File: config.mk
export PLATFORM = sky130hd
export DESIGN_NAME = ndef_pos_track
export DESIGN_NICKNAME = d
export VERILOG_FILES = /design/src/rtl/ndef_pkg.sv /design/src/rtl/ndef_pos_track.sv
export SDC_FILE = /design/constraint.sdc
export NUM_CORES = 1
export LEC_CHECK = 0
export BUFFER_PORTS_ARGS = -buffer_cell sky130_fd_sc_hd__clkbuf_2
export CORE_MARGIN = 3
export CORE_UTILIZATION = 30
export DETAILED_ROUTE_END_ITERATION = 8
export GPL_ROUTABILITY_DRIVEN = 0
export PLACE_DENSITY = 0.61
export SYNTH_ARGS = -nofsm -noshare
export SYNTH_HDL_FRONTEND = slang
export SYNTH_SLANG_ARGS = --single-unit
File: constraint.sdc
create_clock -name clk -period 3.7 [get_ports clk]
set_input_delay 0.555 -clock clk [delete_from_list [all_inputs] [get_ports clk]]
set_output_delay 0.555 -clock clk [all_outputs]
set_load 0.05 [all_outputs]
File: src/rtl/ndef_pkg.sv
// shared constants for the neighbor difference edge filter
// register indexes, field widths and reset values; no dependencies
package ndef_pkg;

  localparam int MAX_WIDTH_DEF = 1024;

  localparam int PIX_W       = 24;
  localparam int WIDTH_REG_W = 11;
  localparam int HEIGHT_W    = 16;
  localparam int CFG_IDX_W   = 1;
  localparam int CFG_DATA_W  = 16;

  localparam logic [CFG_IDX_W-1:0] REG_IMAGE_WIDTH  = 1'b0;
  localparam logic [CFG_IDX_W-1:0] REG_IMAGE_HEIGHT = 1'b1;

  localparam logic [WIDTH_REG_W-1:0] WIDTH_RESET  = 11'd640;
  localparam logic [HEIGHT_W-1:0]    HEIGHT_RESET = 16'd480;

endpackage

File: src/rtl/ndef_pos_track.sv
// column and row counters of the raster, border flag and line store addresses
// depends on ndef_pkg
module ndef_pos_track import ndef_pkg::*; #(
  parameter int MAX_WIDTH = MAX_WIDTH_DEF
) (
  input  logic                         clk,
  input  logic                         rst_n,
  input  logic                         advance,
  input  logic [((($clog2(MAX_WIDTH+1)) > WIDTH_REG_W) ?
                 $clog2(MAX_WIDTH+1) : WIDTH_REG_W)-1:0] width_eff,
  input  logic [HEIGHT_W-1:0]          height_eff,
  output logic [$clog2(MAX_WIDTH)-1:0] wr_addr,
  output logic [$clog2(MAX_WIDTH)-1:0] rd_addr,
  output logic                         interior
);

  localparam int AW = $clog2(MAX_WIDTH);
  localparam int CW = (($clog2(MAX_WIDTH+1)) > WIDTH_REG_W) ?
                      $clog2(MAX_WIDTH+1) : WIDTH_REG_W;

  logic [AW-1:0]       col_r, col_nxt;
  logic [HEIGHT_W-1:0] row_r, row_nxt;
  logic [CW-1:0]       col_p1;
  logic [HEIGHT_W:0]   row_p1;
  logic                row_end;

  always_comb begin
    col_p1   = CW'(col_r) + CW'(1);
    row_p1   = {1'b0, row_r} + (HEIGHT_W+1)'(1);
    // a count at or past the last column ends the row
    row_end  = (col_p1 >= width_eff);
    interior = (col_r != '0) && !row_end && (row_r != '0);
    wr_addr  = col_r;
    // upper-right neighbor; past the store it is never used
    rd_addr  = (col_p1 < CW'(MAX_WIDTH)) ? col_p1[AW-1:0] : '0;

    col_nxt = col_r;
    row_nxt = row_r;
    if (advance) begin
      if (row_end) begin
        col_nxt = '0;
        row_nxt = (row_p1 >= {1'b0, height_eff}) ? '0 : row_p1[HEIGHT_W-1:0];
      end else begin
        col_nxt = col_p1[AW-1:0];
      end
    end
  end

  always_ff @(posedge clk) begin
    if (!rst_n) begin
      col_r <= '0;
      row_r <= '0;
    end else begin
      col_r <= col_nxt;
      row_r <= row_nxt;
    end
  end

endmodule

* Word level (Yosys, flattened, before mapping)
Cells that the tools add are included.
** Operators by class
- Reductions and logical operators :: 6
- $lt $le $gt $ge :: 3
- Bitwise logic cells :: 0
- Equal/unequal tests :: 0
- Mux-type cells :: 3
- $add $sub $neg :: 2
- $mul :: 0
- Shift-type cells :: 0
- Div/mod/pow operators :: 0
** Operator list (count)
- 2-to-1 mux 10 bit :: 2
- adder 16 x 1 -> 17 bit, second input constant :: 1
- >= comparator 17 x 16 -> 1 bit :: 1
- 2-to-1 mux 16 bit :: 1
- nonzero test 16 bit :: 1
- adder 10 x 1 -> 11 bit, second input constant :: 1
- >= comparator 11 bit :: 1
- less-than comparator 11 bit, second input constant :: 1
- nonzero test 10 bit :: 1
- logical AND 1 bit :: 2
- AND reduction 2 bit :: 1
- logical NOT 1 bit :: 1
** Storage, ports and cells
- ROM bits :: 0
- Memories kept :: 0
- Latch bits :: 0
- Memory bits (writable) :: 0
- Bits in registers :: 26

* Logic depth before layout (Yosys ltp)
- Depth in word-level cells :: 5
- Mapped depth :: 16

* Worst setup path after synthesis
OpenSTA, ideal clock, no wires.
- Kind :: register to output
- Start point :: register col_r[0] (netlist: wr_addr[0])
- End point :: output port interior
- Cell stages (with the launch flop) :: 12
- Arrival :: 3.329 ns
- Buffers on the path :: 1
- Setup slack :: -0.184 ns
- Cells stage by stage :: dfxtp_1 -> ha_1 -> and3_1 -> clkbuf_1 -> nand3_1 -> xnor2_1 -> ha_1 -> or2_2 -> a221o_1 -> inv_1 -> o21ai_0 -> nor2_1
** Between the ends
- Word-level cells in the longest chain between the ends :: 5
- Elaborated cells on any way between the ends :: 6
** RTL lines
- start, declared :: RTL line ndef_pos_track.sv:21 : logic [AW-1:0] col_r, col_nxt;
- start signal, assigned :: RTL line ndef_pos_track.sv:54 : col_r <= col_nxt;
- adder 10 x 1 -> 11 bit :: RTL line ndef_pos_track.sv:28 : col_p1 = CW'(col_r) + CW'(1);
- >= comparator 11 bit :: RTL line ndef_pos_track.sv:31 : row_end = (col_p1 >= width_eff);
- logical NOT 1 bit :: RTL line ndef_pos_track.sv:32 : interior = (col_r != '0) && !row_end && (row_r != '0);
- logical AND 1 bit * (2 in a row) :: RTL line ndef_pos_track.sv:32
- end, declared :: RTL line ndef_pos_track.sv:14 : output logic interior
Mark *: on every way between the ends. The rest lies on a longest branch, timed or not.

* Worst setup path after layout
- Start point :: register col_r[1] (netlist: wr_addr[1])
- End point :: output port interior
The elaborated chain is that of the path after synthesis.

==> reports/metrics.cfg <==
[detailed_routing]
wirelength_um = 6243
initialDrtViolationCount = 138
firstDrtPassIters = 4
vias = 2413
antenna_left = 0
wl_per_cell_um = 12.87
viasPerCell = 4.975
drc = 0

[sta]
tns_ns = 0
whs_ns = 0.5207
fmax_mhz = 287.3
rsz0062_at_grt = false
slew_viol_final = 0
finClkSkew_ns = 0.003886
fin_crit_ns = 3.481
worst_pin_slew_ns = 0.9655
slew_headroom = 0.3535
finalSetupViolCount = 0
layout_setup_ws_ns = 0.2194
hold_viol = 0
min_period_over_period = 0.9407

[layout]
mostFrequentLayoutCell = clkbuf_2
final_util = 0.3645
diodes = 0
final_cell_mix = clkbuf_2, inv_1, ha_1
fin_nets = 443
syn_to_final_growth_pct = 16.18
drive_gt1_frac = 0.2237

[power]
p_int_uw = 393.4
netSwitchingFraction = 0.2858
combPwrFrac = 0.179
powerDensity_mw_per_mm2 = 180.3
switchingPower_uw = 157.5
cellLeakagePower_nw = 1.554
irDropWorstVdd_mv = 0.1175
clkPwrFrac = 0.299
p_total_uw = 550.9
pwr-share-seq = 0.522

[synth]
async_flop_share = 0
synth_nets = 394
ys_warn_count = 0
synth_area_mm2 = 0.002630
ys_seq_area_frac = 0.1979
synth.distinct_cells = 54
ys_ff_latch = 26
synth_edf_count = 0
ys.flop_type = dfxtp_1
syn_area_per_cell_um2 = 7.898
syn-instance-count = 333

[die]
start_util = 0.3138
die_x_um = 99.63
rows = 33
core_area_mm2 = 0.008382
die_area_mm2 = 0.009926
ios = 51
dieHeight_um = 99.63

[setup_path]
critPathKind = reg -> out
crit_slowest_cell = dfxtp_1
worstPathRequired_ns = 3.14
crit_path_cell_trace = ha_2 -> and3_2 -> nand3_1 -> xnor2_1 -> ha_1 -> o211a_1 -> a221o_1 -> inv_1 -> o21ai_0 -> nor2_2 -> clkbuf_4
slowest_delay_ns = 0.42
end_kind = output pin
cp.arrival_ns = 2.93
critPathMaxFanout = 6
reg2reg_depth = 14
cp-start-kind = flip-flop

[global_route]
gr-usage-all-layers = 0.1289
antenna_found_initial = 0
grt_pass1_vias = 2220
grt_max_degree = 31
grt_pass1_wl_um = 10640
grt_remaining_overflow = 0

[cts]
cts-htree-levels = 1
clk_path_buf_depth = 2
cts.sinks = 26
clkTransAtPathRegs_ns = 0.09
numCtsBuffers = 3
clock_latency_ns = 0.27
root_buffer = clkbuf_8
ctsHoldBuffers = 0
cts_tree = yes

[run]
maxCapViolCount = 0

[place]
port_buffers = 50
pre_cts_ws_ns = 0.3019
dp.final_hpwl_um = 5033

[outcome]
status = finished clean

[worst_hold_path]
holdPathStages = 2
hold_path_class = reg -> reg

## cells by family (layout without fill, tap and decap cells)
group | Yosys count | in the layout | share of synthesized area
AO/OA/AOI/OAI | 53 | 53 | 0.1418
flip-flops | 26 | 26 | 0.1979
multiplexers | 1 | 1 | 0.003806
adder cells (fa/ha/maj) | 31 | 31 | 0.1475
buffers and inverters | 65 | 112 | 0.1028
XOR/XNOR | 25 | 25 | 0.08897
AND/OR/NAND/NOR | 132 | 132 | 0.3173
## worst max-delay path: cells and delay by family, from the launching register on
family / cells / cell delay, ns
fa+ha+maj: 2 / 0.54
flops: 1 / 0.42
compound gates: 3 / 0.65
simple gates: 3 / 0.52
buf+inv: 2 / 0.30
xor+xnor: 1 / 0.21
## final timing paths
check	from	endpoint	slack (ns)
min reg2reg	row_r[1]	row_r[1]	0.52
max	wr_addr[1]	interior	0.22
min	row_r[1]	row_r[1]	0.52
max reg2reg	row_r[0]	row_r[8]	0.36
## state kept, by name, indices dropped and copies added, names as in the netlist
name	cells
row_r	16
wr_addr	10
## layout make-up
type / count / area (um^2)
clock buffers: 3 / 41.29
repair buffers: 61 / 335.3
inverters: 48 / 180.2
well taps: 105 / 131.4
multi-input cells: 242 / 1846
flip-flops and latches: 26 / 521.8
fillers: 879 / 5326
## Yosys cell counts (2+ instances only)
cell type | n | area share
a21oi_1 | 8 | 0.015
o211a_1 | 4 | 0.015
o21ai_0 | 5 | 0.0095
nand3b_1 | 3 | 0.0086
xnor2_2 | 2 | 0.012
nor2b_1 | 4 | 0.0095
and2_1 | 15 | 0.036
nor2_1 | 17 | 0.024
o2bb2ai_1 | 2 | 0.0067
o22ai_1 | 6 | 0.014
nor3_4 | 2 | 0.012
nand3_2 | 3 | 0.011
dfxtp_1 | 26 | 0.20
buf_2 | 5 | 0.0095
nor4b_1 | 7 | 0.023
ha_1 | 31 | 0.15
nor4_1 | 13 | 0.031
and3_1 | 5 | 0.012
o21ai_1 | 2 | 0.0038
or4_1 | 5 | 0.014
o211ai_1 | 5 | 0.014
xnor2_1 | 14 | 0.047
nand4_1 | 9 | 0.021
nand2_1 | 20 | 0.029
o21a_1 | 13 | 0.037
nor3_1 | 3 | 0.0057
inv_1 | 48 | 0.069
xor2_1 | 9 | 0.030
nor4b_2 | 2 | 0.011
buf_4 | 3 | 0.0086
nand3_1 | 13 | 0.025
clkbuf_1 | 7 | 0.010
## metal layers
| layer | global-route usage | part of all wire |
|---|---|---|
| met1 | 0.1732 | 0.47 |
| met2 | 0.2221 | 0.49 |
| met3 | 0.01262 | 0.025 |
| met4 | 0.03046 | 0.015 |
| met5 | 0 | 0 |
## power by group through the flow
stage | clock (mW) | combinational [mW] | sequential, mW
global route | 0.182 | 0.111 | 0.288
finish | 0.165 | 0.0988 | 0.288
CTS | 0.171 | 0.0997 | 0.287
floorplan | 0 | 0.0622 | 0.297
global placement | 0 | 0.0967 | 0.294
detailed placement | 0 | 0.0991 | 0.294
## timing repair
item	CTS	global route
gates resized for setup	0	5
setup buffers	0	0
endpoints found under the setup margin	0	9
## stage by stage
step           cell area [um^2]  std cells
4_1_cts                    3048        485
3_3_place_gp               3007        482
2_1_floorplan              2633        333
6_report                   3055        485
5_1_grt                    3055        485
3_5_place_dp               3007        482
Note: power is estimated with default switching activity, not from simulation.
