## src/rtl/ndef_pkg.sv

```systemverilog
// shared constants for the neighbor difference edge filter
// register indexes, field widths and reset values; no dependencies
package ndef_pkg;

  localparam int MAX_WIDTH_DEF = 1024;

  localparam int PIX_W       = 24;
  localparam int WIDTH_REG_W = 11;
  localparam int HEIGHT_W    = 16;
  localparam int CFG_IDX_W   = 1;
  localparam int CFG_DATA_W  = 16;

  localparam logic [CFG_IDX_W-1:0] REG_IMAGE_WIDTH  = 1'b0;
  localparam logic [CFG_IDX_W-1:0] REG_IMAGE_HEIGHT = 1'b1;

  localparam logic [WIDTH_REG_W-1:0] WIDTH_RESET  = 11'd640;
  localparam logic [HEIGHT_W-1:0]    HEIGHT_RESET = 16'd480;

endpackage

```

## src/rtl/ndef_cfg_regs.sv

```systemverilog
// configuration registers for image width and height, with clamped values
// depends on ndef_pkg
module ndef_cfg_regs import ndef_pkg::*; #(
  parameter int MAX_WIDTH = MAX_WIDTH_DEF
) (
  input  logic                  clk,
  input  logic                  rst_n,
  input  logic                  cfg_valid,
  input  logic [CFG_IDX_W-1:0]  cfg_index,
  input  logic [CFG_DATA_W-1:0] cfg_data,
  output logic [((($clog2(MAX_WIDTH+1)) > WIDTH_REG_W) ?
                 $clog2(MAX_WIDTH+1) : WIDTH_REG_W)-1:0] width_eff,
  output logic [HEIGHT_W-1:0]   height_eff
);

  localparam int CW = (($clog2(MAX_WIDTH+1)) > WIDTH_REG_W) ?
                      $clog2(MAX_WIDTH+1) : WIDTH_REG_W;

  logic [WIDTH_REG_W-1:0] width_r;
  logic [HEIGHT_W-1:0]    height_r;
  logic [CW-1:0]          width_ext;

  always_ff @(posedge clk) begin
    if (!rst_n) begin
      width_r  <= WIDTH_RESET;
      height_r <= HEIGHT_RESET;
    end else if (cfg_valid) begin
      case (cfg_index)
        REG_IMAGE_WIDTH:  width_r  <= cfg_data[WIDTH_REG_W-1:0];
        REG_IMAGE_HEIGHT: height_r <= cfg_data[HEIGHT_W-1:0];
        default: ;
      endcase
    end
  end

  // width is held to 2..MAX_WIDTH, a zero height acts as one row
  always_comb begin
    width_ext = CW'(width_r);
    if (width_ext < CW'(2)) begin
      width_eff = CW'(2);
    end else if (width_ext > CW'(MAX_WIDTH)) begin
      width_eff = CW'(MAX_WIDTH);
    end else begin
      width_eff = width_ext;
    end
    height_eff = (height_r == '0) ? HEIGHT_W'(1) : height_r;
  end

endmodule

```

## config.mk

```make
export PLATFORM = sky130hd
export DESIGN_NAME = ndef_cfg_regs
export DESIGN_NICKNAME = d
export VERILOG_FILES = /design/src/rtl/ndef_pkg.sv /design/src/rtl/ndef_cfg_regs.sv
export SDC_FILE = /design/constraint.sdc
export NUM_CORES = 1
export LEC_CHECK = 0
export BUFFER_PORTS_ARGS = -buffer_cell sky130_fd_sc_hd__buf_2
export CORE_UTILIZATION = 51
export DETAILED_ROUTE_END_ITERATION = 12
export PLACE_DENSITY = 0.8
export SLEW_MARGIN = 30
export SYNTH_ARGS = -nofsm -noshare
export SYNTH_HDL_FRONTEND = slang
export SYNTH_SLANG_ARGS = --single-unit
```

## constraint.sdc

```tcl
create_clock -name clk -period 1.5 [get_ports clk]
set_input_delay 0.225 -clock clk [delete_from_list [all_inputs] [get_ports clk]]
set_output_delay 0.225 -clock clk [all_outputs]
set_load 0.005 [all_outputs]
```

# Word-level counts from Yosys, hierarchy flattened
# Index checks and enable logic that the tools add are counted.
word_totals:
  register_bits: 27
classes:
  muxes: 3
  order_cmp: 2
  n_reduce_logical: 3
  n_bitwise: 1
op_table:
  columns: ["operator", "n"]
  rows:
  - ["11-bit two-way mux", 2]
  - ["16-bit logical NOT", 1]
  - ["16-bit two-way mux", 1]
  - ["11-bit > comparator, second input constant", 1]
  - ["11-bit by 2-bit < comparator with 1-bit output, second input constant", 1]
  - ["2-bit AND reduction", 2]
  - ["1-bit NOT", 1]

# Depth between registers and ports, before layout
# Gate-level depths: netlist of run 1.
depth:
  depth_word: 3
  depth_mapped: 5
  depth_no_buf: 3

# Worst setup path before layout of run 1
# OpenSTA, ideal clock, no wires.
synth_path:
  path_type: "reg2out"
  startpoint: "register width_r[2] (netlist: width_ext[2])"
  endpoint: "output width_eff[1] in the netlist's numbering"
  slack_ns: 0.442
  arrival_time_ns: 0.833
  path_stages_with_launch: 4
  cell_sequence: "dfxtp_1 -> nor4_1 -> a21oi_1 -> nor2_1"
synth_lines:
  columns: ["element", "line", "rtl"]
  rows:
  - ["from (decl)", "ndef_cfg_regs.sv:19", "logic [WIDTH_REG_W-1:0] width_r;"]
  - ["from (signal assigned)", "ndef_cfg_regs.sv:29", "REG_IMAGE_WIDTH: width_r <= cfg_data[WIDTH_REG_W-1:0];"]
  - ["to (decl)", "ndef_cfg_regs.sv:12", "$clog2(MAX_WIDTH+1) : WIDTH_REG_W)-1:0] width_eff,"]

==> insert_results.sql, run 1 <==
INSERT INTO impl_metrics (metric_group, metric, value, unit) VALUES
('synthesis', 'ys_ff_latch', '27', ''),
('min_path', 'class_of_the_tightest_hold_or_removal_check', 'in -> reg', ''),
('sta', 'finalSetupViolCount', '1', ''),
('synthesis', 'asyncSetResetFlopFracSynth', '0', ''),
('sta', 'finalClockSkew', '0', 'ps'),
('min_path', 'hold_path.startpoint', 'cfg_data[5]', ''),
('drt', 'postRouteWirelength', '2625', 'µm'),
('floorplan', 'floorplan.die_area', '2551', 'µm²'),
('cells_and_area', 'layout.core_utilization', '0.6572', ''),
('place', 'routabilityCongestion', '0.7665', ''),
('floorplan', 'floorplan.die.height', '50.51', 'µm'),
('synthesis', 'yosys_warn_count', '0', ''),
('cells_and_area', 'final_nets', '204', ''),
('sta', 'grt_setup_unrepaired', 'true', ''),
('worst_setup_path', 'crit_path_start', 'width_ext[5]$_SDFFE_PN0P_', ''),
('clock_network', 'ctsHtreeMaxLevel', '1', ''),
('clock_network', 'clk_pin_slew', '150', 'ps'),
('sta', 'timing.final.max_slew_violations', '0', ''),
('worst_setup_path', 'crit_path_max_fanout', '3', ''),
('power_and_ir_drop', 'pwr_density_cell', '885.5', 'nW/µm²'),
('synthesis', 'yosys.cell_count.top_type', 'nand2_1', ''),
('floorplan', 'floorplan.io_pins', '47', ''),
('floorplan', 'rows', '17', ''),
('drt', 'post_detailed_route_wirelength_per_cell', '12.44', 'µm'),
('cells_and_area', 'post_route_cells_drive_above_1_share', '0.3607', ''),
('status', 'status', 'finished with violations', ''),
('global_route', 'number_of_global_route_vias_before_repair', '989', ''),
('place', 'detailedPlace.worstSlack', '242.8', 'ps'),
('worst_setup_path', 'r2r_start', 'width_ext[10]$_SDFFE_PN0P_', ''),
('synthesis', 'synth_largest_type_area_fraction', '0.4505', ''),
('drt', 'detail_route.iter0.violations', '9', ''),
('sta', 'max_freq', '637.4', 'MHz'),
('global_route', 'grt_remaining_overflow', '0', ''),
('worst_setup_path', 'critPathLaunchType', 'register', ''),
('sta', 'finalWorstSetupSlack', '-68.89', 'ps'),
('sta', 'finalCritPeriodShare', '1.046', ''),
('synthesis', 'seq_area_frac_synth', '0.4505', ''),
('synthesis', 'synth.cell_area', '1200', 'µm²'),
('synthesis', 'syn_nets', '177', ''),
('global_route', 'initial_antenna_violation_count', '0', ''),
('place', 'hpwlAfterDp', '1863', 'µm'),
('drt', 'drtPass1Iterations', '6', ''),
('drt', 'detail_route.vias_per_cell', '5.052', ''),
('synthesis', 'synth_flop_cell', 'dfxtp_1', ''),
('run', 'drv_cap', '0', ''),
('sta', 'slew_at_the_pin_with_the_worst_max_slew_slack', '506.6', 'ps'),
('worst_setup_path', 'worst_path_dominant_cell_family', 'simple AND/OR/NAND/NOR gates', ''),
('synthesis', 'synth_cells', '157', ''),
('place', 'placedCellCount', '207', ''),
('worst_setup_path', 'setup.worst_path.class', 'reg -> out', ''),
('worst_setup_path', 'timing.critical_path.to_type', 'output pin', ''),
('floorplan', 'starting_density_of_the_core', '0.5424', ''),
('synthesis', 'per_instance_average_area_after_synthesis', '7.643', 'µm²'),
('clock_network', 'clk_path_buf_depth', '2', ''),
('sta', 'worst_slew_margin', '0.6614', ''),
('place', 'i_o_buffers', '46', ''),
('floorplan', 'core_area', '2212', 'µm²'),
('clock_network', 'worstSkewPairLatency', '320', 'ps'),
('worst_setup_path', 'critical-path-slowest-cell', 'dfxtp_2', ''),
('worst_setup_path', 'critical_path_cell_by_cell', 'nor4_4 > a21oi_1 > nor2_1 > buf_2', ''),
('drt', 'drc_errors', '0', ''),
('global_route', 'grt_start_max_net_pins', '28', ''),
('drt', 'drt.antenna.violating_nets', '0', ''),
('sta', 'finalHoldViolations', '0', ''),
('clock_network', 'tritoncts', 'done', ''),
('clock_network', 'clock-root-buffer', 'clkbuf_4', ''),
('sta', 'totalNegativeSetupSlack', '-68.89', 'ps'),
('synthesis', 'synth-edff-count', '0', ''),
('cells_and_area', 'layoutNonFillerInstCount', '211', ''),
('status', 'violations', 'negative setup slack', ''),
('synthesis', 'yosysTopAreaCell', 'dfxtp_1', '');
==> cells in the final DEF, fill, tap and decap left out, types with 2 or more instances in the layout <==
cell type  count
a21boi_1       2
inv_1          2
buf_2         46
nor4_2         2
nand3_1        6
clkbuf_4       3
dfxtp_2        6
nor4_4         3
dfxtp_1       20
nand2_1       55
a21boi_0      19
nor2b_1        8
==> what timing repair did <==
item,4_1_cts,5_1_grt
cloned,0,0
buffers inserted,0,0
setup endpoints to repair,3,3
pin swaps,3,4
hold buffers,0,0
gates resized for setup,6,11
==> sequential cells by signal, indices dropped and copies added, names as in the netlist <==
register   cells
width_ext     11
height_r      16
==> worst min-delay path, delay by kind of cell <==
family	cells	cell delay, ps
buffers and inverters	1	80
AND/OR/NAND/NOR	2	120
==> cell type report <==
cell class | instances | area (µm²)
inverter | 2 | 7.507
sequential | 27 | 551.8
clock inverter | 1 | 5.005
fill | 220 | 758.2
tap | 28 | 35.03
multi-input combinational | 103 | 594.3
clock buffer | 3 | 22.52
timing repair buffer | 47 | 237.7
==> logic make-up after synthesis <==
kind of cell           count (synthesis)  synth area share
AND/OR/NAND/NOR                       79            0.2920
flip-flops                            27            0.4505
buffers and inverters                 27            0.1064
AO/OA/AOI/OAI                         24            0.1512
==> metrics by stage <==
step	hold slack, ps	total power [mW]
detailed placement	457.1	0.9748
finish	119.9	1.287
global route	112.6	1.343
CTS	119.9	1.280
global placement	453.6	0.9682
floorplan	349.0	0.9096
==> worst paths after layout <==
kind	cells past startpoint	slack, ps	end
worst max-delay path	4	-70	width_eff[1]
worst min-delay path	3	120	height_r[5]$_SDFFE_PN1P_
worst max register to register	2	650	width_ext[10]$_SDFFE_PN0P_
worst min register to register	2	490	height_r[0]$_SDFFE_PN0P_
==> routing by layer <==
metal  wire length [µm]  vias to the layer above  global-route usage
li1                   -                      540                   -
met1               1180                      489              0.2533
met2               1292                       35              0.3956
met3                136                        2             0.02727
met4                 16                        0             0.04167
met5                  0                        -                   0
==> power by group <==
group          switching [mW]  internal, mW
logic                  0.0924        0.0941
clock network           0.205        0.0999
registers              0.0402         0.756
total                   0.338         0.950
Note: power is estimated with default switching activity, not from simulation.
==> inputs of run 2 (changes only) <==
--- a/config.mk
+++ b/config.mk
@@ -8,7 +8,7 @@
 export BUFFER_PORTS_ARGS = -buffer_cell sky130_fd_sc_hd__buf_2
 export CORE_UTILIZATION = 51
 export DETAILED_ROUTE_END_ITERATION = 12
-export PLACE_DENSITY = 0.8
+export PLACE_DENSITY = 0.9
 export SLEW_MARGIN = 30
 export SYNTH_ARGS = -nofsm -noshare
 export SYNTH_HDL_FRONTEND = slang
==> insert_results.sql, run 2 (same netlist as run 1, synthesis figures left out) <==
INSERT INTO impl_metrics (metric_group, metric, value, unit) VALUES
('worst_setup_path', 'crit_path_max_fanout', '3', ''),
('floorplan', 'starting_density_of_the_core', '0.5424', ''),
('floorplan', 'die_width', '50.51', 'µm'),
('sta', 'slew_at_the_pin_with_the_worst_max_slew_slack', '503.5', 'ps'),
('cells_and_area', 'layout.filler_cells', '197', ''),
('drt', 'detail_route.vias_per_cell', '4.972', ''),
('floorplan', 'floorplan.io_pins', '47', ''),
('drt', 'detail_route.iter0.violations', '24', ''),
('cells_and_area', 'largest-register', 'height_r', ''),
('cells_and_area', 'regArea', '554.3', 'µm²'),
('place', 'detailedPlace.worstSlack', '257.3', 'ps'),
('cells_and_area', 'largest_register_ffs', '16', ''),
('cells_and_area', 'multi_input_area', '589.3', 'µm²'),
('drt', 'postRouteWirelength', '2457', 'µm'),
('floorplan', 'floorplan.die_area', '2551', 'µm²'),
('clock_network', 'hold_buffers', '0', ''),
('cells_and_area', 'commonest_non_fill_non_tap_cell_in_the_layout', 'nand2_1', ''),
('sta', 'finalWorstSetupSlack', '-32.28', 'ps'),
('status', 'violations', 'negative setup slack', ''),
('floorplan', 'rows', '17', ''),
('place', 'i_o_buffers', '46', ''),
('worst_setup_path', 'critPathLaunchType', 'register', ''),
('sta', 'finalHoldViolations', '0', ''),
('clock_network', 'worstSkewPairLatency', '310', 'ps'),
('worst_setup_path', 'cp_data_required_time', '1270', 'ps'),
('worst_setup_path', 'cp_data_arrival_time', '1310', 'ps'),
('global_route', 'grt_remaining_overflow', '0', ''),
('cells_and_area', 'post_route_cells_drive_above_1_share', '0.3641', ''),
('cells_and_area', 'layoutNonFillerInstCount', '212', ''),
('floorplan', 'floorplan.die.height', '50.51', 'µm'),
('sta', 'post_layout_minimum_cycle_time', '1532', 'ps'),
('cells_and_area', 'most-common-layout-cells', 'nand2_1, buf_2, a21boi_0, dfxtp_1', ''),
('sta', 'finalClockSkew', '0', 'ps'),
('drt', 'post_detailed_route_wirelength_per_cell', '11.59', 'µm'),
('global_route', 'initial_antenna_violation_count', '0', ''),
('worst_setup_path', 'setup.worst_path.class', 'reg -> out', ''),
('power_and_ir_drop', 'max-vdd-ir-drop', '0.5771', 'mV'),
('sta', 'worst_slew_margin', '0.6635', ''),
('worst_setup_path', 'critical-path-slowest-cell', 'dfxtp_2', ''),
('drt', 'drc_errors', '0', ''),
('power_and_ir_drop', 'pwr_density_cell', '880.1', 'nW/µm²'),
('clock_network', 'clk_pin_slew', '140', 'ps'),
('sta', 'timing.final.max_slew_violations', '0', ''),
('clock_network', 'clock-root-buffer', 'clkbuf_4', ''),
('drt', 'drt.antenna.violating_nets', '0', ''),
('cells_and_area', 'layout.core_utilization', '0.6589', ''),
('clock_network', 'numClockSinks', '27', ''),
('power_and_ir_drop', 'report.power.total', '1.283', 'mW'),
('clock_network', 'tritoncts', 'done', ''),
('min_path', 'class_of_the_tightest_hold_or_removal_check', 'in -> reg', ''),
('global_route', 'grt_pass1_wl', '4057', 'µm'),
('sta', 'finalCritPeriodShare', '1.022', ''),
('clock_network', 'clk_path_buf_depth', '2', ''),
('place', 'placedCellCount', '207', ''),
('place', 'hpwlAfterDp', '1816', 'µm'),
('cells_and_area', 'final_nets', '205', ''),
('sta', 'finalSetupViolCount', '1', ''),
('global_route', 'grt_start_max_net_pins', '28', ''),
('worst_setup_path', 'timing.critical_path.to_type', 'output pin', ''),
('clock_network', 'cts-buffers-inserted', '3', ''),
('drt', 'drtPass1Iterations', '4', ''),
('global_route', 'globalRouteTotalUtil', '0.2088', ''),
('run', 'drv_cap', '0', ''),
('sta', 'grt_setup_unrepaired', 'true', ''),
('worst_setup_path', 'critical_path_cell_by_cell', 'nor4_4 > a21oi_1 > nor2_1 > buf_2', ''),
('cells_and_area', 'number_of_inserted_diodes', '0', ''),
('status', 'status', 'finished with violations', ''),
('drt', 'detailroute.via_count', '1054', ''),
('worst_setup_path', 'worst_path_largest_cell_delay', '370', 'ps'),
('floorplan', 'core_area', '2212', 'µm²'),
('global_route', 'number_of_global_route_vias_before_repair', '947', ''),
('clock_network', 'ctsHtreeMaxLevel', '1', ''),
('place', 'routabilityCongestion', '0.7175', ''),
('cells_and_area', 'synthToLayoutAreaGrowth', '21.48', '%'),
('sta', 'max_freq', '652.6', 'MHz'),
('power_and_ir_drop', 'leakage', '0.6587', 'nW');
[run 2: report_power, final]
part	switching [mW]	internal [mW]	leakage [nW]
Combinational	0.0909	0.0958	0.421
Clock	0.198	0.104	0.0150
Sequential	0.0381	0.756	0.223
[run 2: path summary, 6_finish.rpt]
| path | from | endpoint | slack, ps | cells after the start |
|---|---|---|---|---|
| worst max-delay path | width_ext[7]$_SDFFE_PN1P_ | width_eff[1] | -30 | 4 |
| worst max register to register | width_ext[10]$_SDFFE_PN0P_ | width_ext[10]$_SDFFE_PN0P_ | 630 | 2 |
| worst min-delay path | cfg_data[7] | height_r[7]$_SDFFE_PN1P_ | 130 | 3 |
| worst min register to register | height_r[0]$_SDFFE_PN0P_ | height_r[0]$_SDFFE_PN0P_ | 480 | 2 |
[run 2: worst max-delay path, delay by kind of cell, from the launching register on]
kind                   cells  cell delay, ps
buffers and inverters      1             120
and+or+nand+nor            2             400
AOI/OAI and AO/OA          1             110
DFF                        1             370
[run 2: layout make-up]
type	instances	share of cell area
tap	28	0.02403
timing repair buffer	48	0.1682
inverter	2	0.005150
multi-input combinational	103	0.4043
sequential	27	0.3803
clock buffer	4	0.01803
[run 2: what timing repair did]
| item | CTS | global route |
|---|---|---|
| setup buffers | 0 | 1 |
| gates resized for setup | 9 | 9 |
| pin swaps | 4 | 4 |
| endpoints found under the setup margin | 3 | 3 |
[run 2: metal layers]
metal	global-route usage	wire, µm	share of wire
met5	0	0	0
met2	0.3711	1181	0.48
met3	0.03030	114	0.046
met4	0.05556	21	0.0085
met1	0.2614	1140	0.46
[run 2: through the flow]
step | hold slack (ps) | area, µm² | TNS (ps)
after floorplan | 349.0 | 1200 | 0
after global placement | 452.2 | 1353 | 0
after detailed placement | 457.3 | 1353 | 0
after CTS | 130.6 | 1428 | -13.32
after global routing | 127.9 | 1458 | -245.5
final | 132.9 | 1458 | -32.28
==> inputs of run 3 (changes only) <==
--- a/config.mk
+++ b/config.mk
@@ -6,6 +6,7 @@
 export NUM_CORES = 1
 export LEC_CHECK = 0
 export BUFFER_PORTS_ARGS = -buffer_cell sky130_fd_sc_hd__buf_2
+export CORE_MARGIN = 5
 export CORE_UTILIZATION = 51
 export DETAILED_ROUTE_END_ITERATION = 12
 export PLACE_DENSITY = 0.9
==> insert_results.sql, run 3 (same netlist as run 1, synthesis figures left out) <==
INSERT INTO impl_metrics (metric_group, metric, value, unit) VALUES
('global_route', 'number_of_global_route_vias_before_repair', '1059', ''),
('drt', 'detail_route.iter0.violations', '19', ''),
('worst_setup_path', 'cp_data_arrival_time', '1290', 'ps'),
('global_route', 'global_route.peak_usage_layer', 'met2', ''),
('place', 'hpwlAfterDp', '2037', 'µm'),
('sta', 'slew_at_the_pin_with_the_worst_max_slew_slack', '517.9', 'ps'),
('cells_and_area', 'largest_register_ffs', '16', ''),
('drt', 'postRouteWirelength', '2817', 'µm'),
('sta', 'finalCritPeriodShare', '1.011', ''),
('drt', 'detail_route.vias_per_cell', '5.193', ''),
('cells_and_area', 'number_of_inserted_diodes', '0', ''),
('worst_setup_path', 'critical_path_cell_by_cell', 'nor4_4 > a21oi_2 > nor2_1 > buf_2', ''),
('sta', 'post_layout_minimum_cycle_time', '1516', 'ps'),
('worst_setup_path', 'worst_path_dominant_cell_family', 'simple AND/OR/NAND/NOR gates', ''),
('power_and_ir_drop', 'report.power.total', '1.305', 'mW'),
('power_and_ir_drop', 'pwr_density_cell', '894.2', 'nW/µm²'),
('clock_network', 'clk_pin_slew', '140', 'ps'),
('floorplan', 'starting_density_of_the_core', '0.5373', ''),
('global_route', 'groute.layer.met2.usage', '0.3062', ''),
('global_route', 'grt_start_max_net_pins', '28', ''),
('drt', 'drc_errors', '0', ''),
('sta', 'timing.final.max_slew_violations', '0', ''),
('sta', 'finalWorstSetupSlack', '-16.42', 'ps'),
('sta', 'max_freq', '659.5', 'MHz'),
('floorplan', 'die_width', '58.51', 'µm'),
('floorplan', 'floorplan.io_pins', '47', ''),
('worst_setup_path', 'crit_path_max_fanout', '3', ''),
('floorplan', 'rows', '17', ''),
('sta', 'finalHoldViolations', '0', ''),
('clock_network', 'tritoncts', 'done', ''),
('global_route', 'global_route.usage.met1', '0.1824', ''),
('worst_setup_path', 'r2r_start', 'width_ext[10]$_SDFFE_PN0P_', ''),
('place', 'detailedPlace.worstSlack', '267.6', 'ps'),
('drt', 'drtPass1Iterations', '5', ''),
('floorplan', 'floorplan.die.height', '58.51', 'µm'),
('sta', 'finalClockSkew', '0', 'ps'),
('global_route', 'global_route.usage.met3', '0.02632', ''),
('power_and_ir_drop', 'p_int', '0.9552', 'mW'),
('worst_setup_path', 'timing.critical_path.to_type', 'output pin', ''),
('clock_network', 'worstSkewPairLatency', '320', 'ps'),
('worst_setup_path', 'critical-path-slowest-cell', 'dfxtp_2', ''),
('cells_and_area', 'commonest_non_fill_non_tap_cell_in_the_layout', 'nand2_1', ''),
('global_route', 'globalRouteTotalUtil', '0.1682', ''),
('worst_setup_path', 'worst_r2r_path_depth', '2', ''),
('power_and_ir_drop', 'p_clk_frac', '0.244', ''),
('worst_setup_path', 'critPathLaunchType', 'register', ''),
('global_route', 'initial_antenna_violation_count', '0', ''),
('worst_setup_path', 'crit_path_start', 'width_ext[6]$_SDFFE_PN0P_', ''),
('clock_network', 'cts-buffers-inserted', '3', ''),
('power_and_ir_drop', 'sw_frac_of_total', '0.2678', ''),
('cells_and_area', 'final_nets', '205', ''),
('clock_network', 'ctsHtreeMaxLevel', '1', ''),
('floorplan', 'floorplan.die_area', '3423', 'µm²'),
('power_and_ir_drop', 'combinationalPowerShare', '0.147', ''),
('worst_setup_path', 'r2r_end', 'width_ext[10]$_SDFFE_PN0P_', ''),
('sta', 'worst_slew_margin', '0.6539', ''),
('run', 'drv_cap', '0', ''),
('place', 'placedCellCount', '207', ''),
('cells_and_area', 'most-common-layout-cells', 'nand2_1, buf_2, dfxtp_1, a21boi_0, nor2b_1', ''),
('sta', 'finalSetupViolCount', '3', ''),
('drt', 'drt.antenna.violating_nets', '0', ''),
('power_and_ir_drop', 'leakage', '0.6567', 'nW'),
('place', 'i_o_buffers', '46', ''),
('worst_setup_path', 'setup.worst_path.class', 'reg -> out', ''),
('clock_network', 'clk_path_buf_depth', '2', ''),
('drt', 'post_detailed_route_wirelength_per_cell', '13.29', 'µm'),
('worst_setup_path', 'r2r_setup_slack', '650', 'ps'),
('worst_setup_path', 'instance_count_on_the_critical_path', '4', ''),
('cells_and_area', 'largest-register', 'height_r', ''),
('cells_and_area', 'synthToLayoutAreaGrowth', '21.59', '%'),
('worst_setup_path', 'cp_data_required_time', '1270', 'ps'),
('cells_and_area', 'layoutNonFillerInstCount', '212', ''),
('sta', 'grt_setup_unrepaired', 'true', ''),
('global_route', 'grt_pass1_wl', '4471', 'µm'),
('status', 'status', 'finished with violations', ''),
('place', 'routabilityCongestion', '0.7458', ''),
('min_path', 'class_of_the_tightest_hold_or_removal_check', 'in -> reg', ''),
('clock_network', 'clock-root-buffer', 'clkbuf_4', ''),
('clock_network', 'numClockSinks', '27', ''),
('worst_setup_path', 'worst_path_largest_cell_delay', '370', 'ps'),
('cells_and_area', 'post_route_cells_drive_above_1_share', '0.3587', ''),
('drt', 'detailroute.via_count', '1101', ''),
('power_and_ir_drop', 'power.sequential.fraction', '0.610', ''),
('power_and_ir_drop', 'switchingPower', '0.3494', 'mW'),
('worst_setup_path', 'critPathCapture', 'width_eff[1]', ''),
('worst_setup_path', 'timing.critical_path.buf_inv', '1', ''),
('power_and_ir_drop', 'max-vdd-ir-drop', '0.7233', 'mV'),
('global_route', 'grt_remaining_overflow', '0', ''),
('status', 'violations', 'negative setup slack', ''),
('floorplan', 'core_area', '2233', 'µm²');
[run 3: layout make-up]
class                      count  area [µm²]
tap                           28       35.03
multi-input combinational    103       593.1
inverter                       2       7.507
sequential                    27       548.0
clock inverter                 1       7.507
timing repair buffer          48       245.2
fill                         193       774.5
clock buffer                   3       22.52
[run 3: power by group through the flow]
stage | clock network, mW | registers [mW] | logic [mW]
floorplan | 0 | 0.789 | 0.121
global placement | 0 | 0.795 | 0.173
detailed placement | 0 | 0.799 | 0.177
CTS | 0.332 | 0.793 | 0.189
global route | 0.361 | 0.802 | 0.214
finish | 0.318 | 0.796 | 0.191
[run 3: how the worst min path moves through the flow]
stage                              from                        end  cells past startpoint
3_5_place_dp   height_r[0]$_SDFFE_PN0P_   height_r[0]$_SDFFE_PN0P_                      2
4_1_cts                    cfg_data[14]  height_r[14]$_SDFFE_PN0P_                      3
6_report                   cfg_data[14]  height_r[14]$_SDFFE_PN0P_                      3
2_1_floorplan               cfg_data[5]   height_r[5]$_SDFFE_PN1P_                      2
5_1_grt                    cfg_data[14]  height_r[14]$_SDFFE_PN0P_                      3
3_3_place_gp   height_r[0]$_SDFFE_PN0P_   height_r[0]$_SDFFE_PN0P_                      2
[run 3: tightest hold or removal path: cells and delay by family]
kind,cells,cell delay (ps)
AOI/OAI and AO/OA,1,50
and+or+nand+nor,1,40
buffers and inverters,1,90
[run 3: stage by stage]
step | hold slack (ps) | instance area, µm² | utilization | TNS (ps)
after floorplan | 349.0 | 1200 | - | 0
after global placement | 454.6 | 1353 | 0.6056 | 0
after detailed placement | 458.2 | 1353 | 0.6056 | 0
after CTS | 110.4 | 1445 | 0.6471 | -34.18
after global routing | 104.0 | 1459 | 0.6532 | -279.4
final | 119.5 | 1459 | 0.6532 | -44.09
[run 3: metal layers]
metal | part of all wire | vias to the layer above
met4 | 0.016 | 0
met2 | 0.52 | 49
met5 | 0 | -
met3 | 0.074 | 6
li1 | - | 547
met1 | 0.39 | 499
[run 3: repair_timing]
action,CTS,global route
resized for setup,10,5
hold buffers,0,0
pin swaps,5,1
setup endpoints to repair,3,3
setup buffers,1,0
cloned,0,0
